## config.mk

```make
export PLATFORM = sky130hd
export DESIGN_NAME = fde_ctrl
export DESIGN_NICKNAME = d
export VERILOG_FILES = /design/src/hdl/fde_pkg.sv /design/src/hdl/fde_ctrl.sv
export SDC_FILE = /design/constraint.sdc
export NUM_CORES = 1
export LEC_CHECK = 0
export BUFFER_PORTS_ARGS = -buffer_cell sky130_fd_sc_hd__buf_2
export CORE_AREA = 2 2 39 41
export CTS_BUF_LIST = sky130_fd_sc_hd__clkbuf_8
export CTS_CLUSTER_DIAMETER = 30
export DETAILED_ROUTE_END_ITERATION = 10
export DIE_AREA = 0 0 41 43
export GPL_ROUTABILITY_DRIVEN = 0
export GPL_TIMING_DRIVEN = 0
export PLACE_DENSITY = 0.45
export SYNTH_ARGS = -nofsm -noshare
export SYNTH_HDL_FRONTEND = slang
export SYNTH_SLANG_ARGS = --single-unit
export TNS_END_PERCENT = 10
```

## constraint.sdc

```tcl
create_clock -name clk_i -period 1.4 [get_ports clk_i]
set_clock_uncertainty 0.1 [all_clocks]
set_input_delay 0.07 -clock clk_i [delete_from_list [all_inputs] [get_ports clk_i]]
set_output_delay 0.07 -clock clk_i [all_outputs]
set_load 0.01 [all_outputs]
```

## src/hdl/fde_pkg.sv

```systemverilog
// Package for the flanger delay effect: state and register codes, command and
// status structs, reset values and the raised-cosine table functions.
// Depends on nothing; every other file of the block imports it.
`timescale 1ns / 1ps

package fde_pkg;

  // Default sizing of the block.
  localparam int MAX_DELAY_DEF      = 4096;
  localparam int CHANNELS_DEF       = 2;
  localparam int COS_TABLE_BITS_DEF = 10;

  // Register widths and reset values.
  localparam int CFG_DATA_W   = 32;
  localparam int CFG_IDX_W    = 2;
  localparam int DLEN_W       = 13;
  localparam int WET_W        = 16;
  localparam int SAMPLE_W     = 16;
  localparam int HCOS_W       = 17;
  localparam int PHASE_W      = 32;

  localparam logic [DLEN_W-1:0]  DELAY_LENGTH_RST = 13'd2400;
  localparam logic [PHASE_W-1:0] PHASE_STEP_RST   = 32'd894785;
  localparam logic [WET_W-1:0]   WET_GAIN_RST     = 16'd32768;
  localparam logic [WET_W-1:0]   WET_ONE          = 16'd32768;

  // Register indexes on the configuration port.
  typedef enum logic [CFG_IDX_W-1:0] {
    REG_DELAY_LENGTH = 2'd0,
    REG_PHASE_STEP   = 2'd1,
    REG_WET_GAIN     = 2'd2
  } cfg_reg_e;

  // Controller states.
  typedef enum logic [2:0] {
    ST_CLEAR,
    ST_IDLE,
    ST_DELAY,
    ST_READ,
    ST_PROD,
    ST_OUT
  } fde_state_e;

  // Commands from the controller to the datapath.
  typedef struct packed {
    logic clear;     // write zero at the clearing counter and advance it
    logic load;      // an input beat is taken: capture sample and lookups
    logic commit;    // write the sample, compute the delay, advance state
    logic read;      // compute the tap address and read the delay line
    logic prod;      // form the wet product
    logic out_load;  // load the mixed sample into the output register
  } fde_cmd_t;

  // Status from the datapath to the controller.
  typedef struct packed {
    logic clear_last;  // clearing counter is on the last entry
    logic out_free;    // output register can take a new beat this cycle
  } fde_sts_t;

  // cos(pi*u/2) for u in Q0.16, result in Q0.16; elaboration-time only.
  function automatic longint unsigned quarter_cos(input longint unsigned u);
    longint unsigned u2;
    longint unsigned p;
    u2 = (u * u) >> 16;
    p  = 64'd60;
    p  = 64'd1367 - ((p * u2) >> 16);
    p  = 64'd16625 - ((p * u2) >> 16);
    p  = 64'd80852 - ((p * u2) >> 16);
    p  = (p * u2) >> 16;
    if (p >= 64'd65536) begin
      return 64'd0;
    end
    return 64'd65536 - p;
  endfunction

  // (1+cos)/2 in Q0.16 for entry k of a table of 2^bits entries.
  function automatic logic [HCOS_W-1:0] half_raised_cos(input int k, input int bits);
    int              qbits;
    int              quad;
    longint unsigned r;
    longint unsigned u;
    longint unsigned c;
    logic            neg;
    qbits = bits - 2;
    quad  = (k >> qbits) & 3;
    r     = longint'(k & ((1 << qbits) - 1));
    u     = r << (18 - bits);
    unique case (quad)
      0: begin
        c   = quarter_cos(u);
        neg = 1'b0;
      end
      1: begin
        c   = quarter_cos(64'd65536 - u);
        neg = 1'b1;
      end
      2: begin
        c   = quarter_cos(u);
        neg = 1'b1;
      end
      default: begin
        c   = quarter_cos(64'd65536 - u);
        neg = 1'b0;
      end
    endcase
    if (neg) begin
      return HCOS_W'((64'd65536 - c) >> 1);
    end
    return HCOS_W'((64'd65536 + c) >> 1);
  endfunction

endpackage

```

## src/hdl/fde_ctrl.sv

```systemverilog
// Controller for the flanger delay effect: sequences the clearing pass and
// the steps of one sample through the datapath. Depends on fde_pkg.
`timescale 1ns / 1ps

module fde_ctrl
  import fde_pkg::*;
(
  input  logic     clk_i,
  input  logic     rst_ni,
  input  logic     in_valid_i,
  output logic     in_stall_o,
  input  fde_sts_t sts_i,
  output fde_cmd_t cmd_o
);

  fde_state_e state_q, state_d;

  // State register.
  always_ff @(posedge clk_i or negedge rst_ni) begin
    if (!rst_ni) begin
      state_q <= ST_CLEAR;
    end else begin
      state_q <= state_d;
    end
  end

  // Next state and commands.
  always_comb begin
    state_d    = state_q;
    cmd_o      = '0;
    in_stall_o = 1'b1;
    unique case (state_q)
      ST_CLEAR: begin
        cmd_o.clear = 1'b1;
        if (sts_i.clear_last) begin
          state_d = ST_IDLE;
        end
      end
      ST_IDLE: begin
        in_stall_o = 1'b0;
        if (in_valid_i) begin
          cmd_o.load = 1'b1;
          state_d    = ST_DELAY;
        end
      end
      ST_DELAY: begin
        cmd_o.commit = 1'b1;
        state_d      = ST_READ;
      end
      ST_READ: begin
        cmd_o.read = 1'b1;
        state_d    = ST_PROD;
      end
      ST_PROD: begin
        cmd_o.prod = 1'b1;
        state_d    = ST_OUT;
      end
      ST_OUT: begin
        // Hold the result here until the output register has room.
        if (sts_i.out_free) begin
          cmd_o.out_load = 1'b1;
          state_d        = ST_IDLE;
        end
      end
      default: begin
        state_d = ST_IDLE;
      end
    endcase
  end

endmodule

```

# --- Word-level counts from Yosys, hierarchy flattened ---
# Cells that the tools add are included.
classes:
  n_reduce_logical: 2
  n_eq_ne: 8
  mux: 13
op_table:
  columns: ["operator", "n"]
  rows:
  - ["one-hot mux 3 bit (6 select lines)", 1]
  - ["2-to-1 mux 1 bit", 9]
  - ["2-to-1 mux 3 bit", 3]
  - ["equality test 3 x 2 -> 1 bit, second input constant", 2]
  - ["equality test 3 bit, second input constant", 2]
  - ["!= test 2 bit, second input constant", 3]
  - ["equality test 3 x 1 -> 1 bit, second input constant", 1]
  - ["zero test 3 bit", 1]
  - ["AND reduction 3 bit", 1]
word_totals:
  reg_bits: 3
  out_inout_bits: 7
  elab_cells: 24

# --- Longest topological paths before layout ---
logic_depth:
  word_depth: 3
  ltp_mapped: 3
  ltp_nobuf: 2

# --- Least setup slack after synthesis ---
# No wires, ideal clock.
synth_path:
  kind: "register to register"
  startpoint: "reg state_q[1]"
  endpoint: "reg state_q[1]"
  n_path_buf: 0
  arrival_ns: 1.080
  path_slack_ns: 0.153
  required_time_ns: 1.234
  stages_incl_launch_ff: 3
  setup_time_ns: 0.066
  path_cell_list: "dfrtp_1 nor4bb_1 or2_1"
synth_between:
  elab_chain_len: 3
synth_lines:
  columns: ["item", "line_no", "text"]
  rows:
  - ["start, declared", "fde_ctrl.sv:16", "fde_state_e state_q, state_d;"]
  - ["start signal, assigned", "fde_ctrl.sv:23", "state_q <= state_d;"]
  - ["equality test 3 bit, or another cell as far along", "fde_ctrl.sv:32", "unique case (state_q)"]
  - ["!= test 2 bit (no source line)", null, null]
  - ["AND reduction 3 bit (no source line)", null, null]
# Parallel ways exist; a longest one is shown, timed or not.
# A chain may end at the register's enable or synchronous reset.

==> out/results.ini <==
[synth]
yosysWarnings=0
synth_compound_area_share_pct=11.6
yosys-top-cells-area=dfrtp_1 41%, nor3b_1 8.2%, buf_6 6.2%
yosys.area_share.xor_xnor_pct=0
yosys.area.top_type=dfrtp_1
yosys.area_share.simple_pct=39.0
synth_top_area_share_pct=41.1
synth_cells=18
yosysUniqueCellTypes=15
synthMuxAreaShare_pct=0
synthAdderAreaFrac_pct=0
synth_top_family_by_area=simple AND/OR/NAND/NOR gates
syn-cell-area_um2=183
ys_seq_area_share_pct=41.1
ys_seq_elements=3
syn_nets=23
synth_area_per_cell_um2=10.1

[sta]
slew_violations=0
final-hold-violation-count=0
setup_violations=0
finalWorstSetupSlack_ns=0.0574
fmax_mhz=745
max-slew-margin-rel_pct=81.7
fin_tns_setup_ns=0
rsz0062_at_grt=no
period_needed_ns=1.34
worst_pin_slew_ns=0.274
fin_crit_sh_pct=95.9

[placement]
io_buffers=11
place_ws_ns=0.180
postPlaceCellArea_um2=258

[critical_path]
cp_num_buf_inv=1
cp_slowest_cell=dfrtp_1
slowest_delay_ns=0.45
cp.required_ns=1.23
crit_family=flip-flops
path_max_fanout=8
worstPathCellList=nor4bb_2 -> buf_2
critPathKind=reg2out
cp-start-kind=register
endpoint_kind=output port
arrival_ns=1.17

[worst_hold_path]
hold_class=in2reg

[global_routing]
grt_pass1_wl_um=648
grt_use_total_pct=6.63
grt_max_degree=11
overflow=0
antenna_found_initial=0
grt_pass1_vias=164

[floorplan]
fp.dieH_um=43
rows=14
start_util_pct=13.2
die_w_um=41
num_io_pins=12
coreArea_mm2=0.00138
dieArea_mm2=0.00176

[power]
p_per_area_mw_per_mm2=2340
leakagePower_nw=0.168
ir_worst_vdd_uv=508
total_power_mw=0.758

[final_layout]
largest_reg_flops=3
finish.utilization_pct=23.4
drive_gt1_share_pct=50.0
area_growth_pct=77.4
insertedDiodeCount=0
fillers=153
top_regs=state_q x3
nNetsFinal=40
regArea_um2=75.1
design_area_um2=324
multi_input_area_um2=104
largest_register=state_q

[clock_network]
cts_sinks=3
cts.clk_slew.worst_paths_ns=0.03
cts_made_buffers=3
htree_levels=1
clk_latency_ns=0.21
cts_root_buffer=clkbuf_8
clockBufferDepth=2
cts_tree=done

[route]
vias=193
first_pass_iters=1
avgRoutedWirePerCell_um=9.42
drt-initial-drc-count=0
via_per_inst=3.86
wl_um=471
drc=0
ant_nets=0

[job]
maxCapViolations=0

[status]
status=finished, final reports clean

## what timing repair did
action | CTS | global route
endpoints found under the setup margin | 1 | 1
hold endpoints to repair | 3 | 0
pin swaps | 0 | 0
resized for setup | 1 | 1
buffers inserted | 0 | 0
hold buffers | 1 | 0
## cell families (layout without fill, tap and decap cells)
group / count (synthesis) / after routing
compound gates: 3 / 3
buf+inv: 2 / 18
flops: 3 / 3
simple gates: 10 / 10
## layout make-up
class,instances,area share [%]
timing repair buffer,12,20.1
buffer,1,3.47
clock buffer,3,12.7
tap,16,6.18
clock inverter,1,1.16
inverter,1,1.16
sequential,3,23.2
multi-input combinational,13,32.0
## placed cells by master, fill, tap and decap left out
| master | instances |
|---|---|
| or3_1 | 1 |
| buf_2 | 11 |
| nand2_1 | 1 |
| nor3b_2 | 1 |
| dlygate4sd3_1 | 1 |
| or2_1 | 1 |
| and4_1 | 1 |
| nor3b_1 | 1 |
| nor4bb_2 | 1 |
| clkbuf_8 | 3 |
| a21o_1 | 1 |
| a31o_1 | 1 |
| o21ai_0 | 1 |
| dfrtp_1 | 3 |
| buf_6 | 1 |
| inv_1 | 2 |
| and3b_1 | 1 |
| nand3b_1 | 1 |
| nor3_1 | 1 |
## synthesized netlist by cell type (all sizes together)
master	count
inv	1
and4	1
a31o	1
nor3	1
nor3b	2
dfrtp	3
a21o	1
and3b	1
buf	1
nor4bb	1
or3	1
or2	1
o21ai	1
nand3b	1
nand2	1
## stage by stage
stage | hold WS [ns] | cells
2_1_floorplan | -0.326 | 18
3_3_place_gp | -0.229 | 45
3_5_place_dp | -0.232 | 45
4_1_cts | 0.0475 | 50
5_1_grt | 0.0736 | 50
6_report | 0.0480 | 50
## power breakdown
| part | total, mW | internal (mW) | switching, mW |
|---|---|---|---|
| registers | 0.188 | 0.127 | 0.0609 |
| clock network | 0.243 | 0.187 | 0.0563 |
| logic | 0.327 | 0.175 | 0.152 |
| total | 0.758 | 0.489 | 0.269 |
## metal layers
metal	GRT usage, %	up-vias	wire, µm
met1	5.79	90	184
li1	-	97	-
met3	1.57	2	13
met5	0	-	0
met4	12.0	0	19
met2	8.44	4	253
## final timing paths
| check | start | end | slack (ns) | cells after the start |
|---|---|---|---|---|
| setup / recovery | state_q[1] | cmd_o[4] | 0.06 | 2 |
| hold / removal | sts_i[1] | state_q[0] | 0.05 | 3 |
| setup reg to reg | state_q[0] | state_q[0] | 0.17 | 3 |
| hold reg to reg | state_q[2] | state_q[0] | 0.54 | 1 |
| max in group asynchronous | rst_ni | state_q[1] | 1.01 | 2 |
| min in group asynchronous | rst_ni | state_q[2] | 0.08 | 2 |
## tightest hold or removal path, stage by stage
cell	delay, ns
buf_2	0.07
or3_1	0.08
a21o_1	0.10
Power figures use the tool's default switching activity.
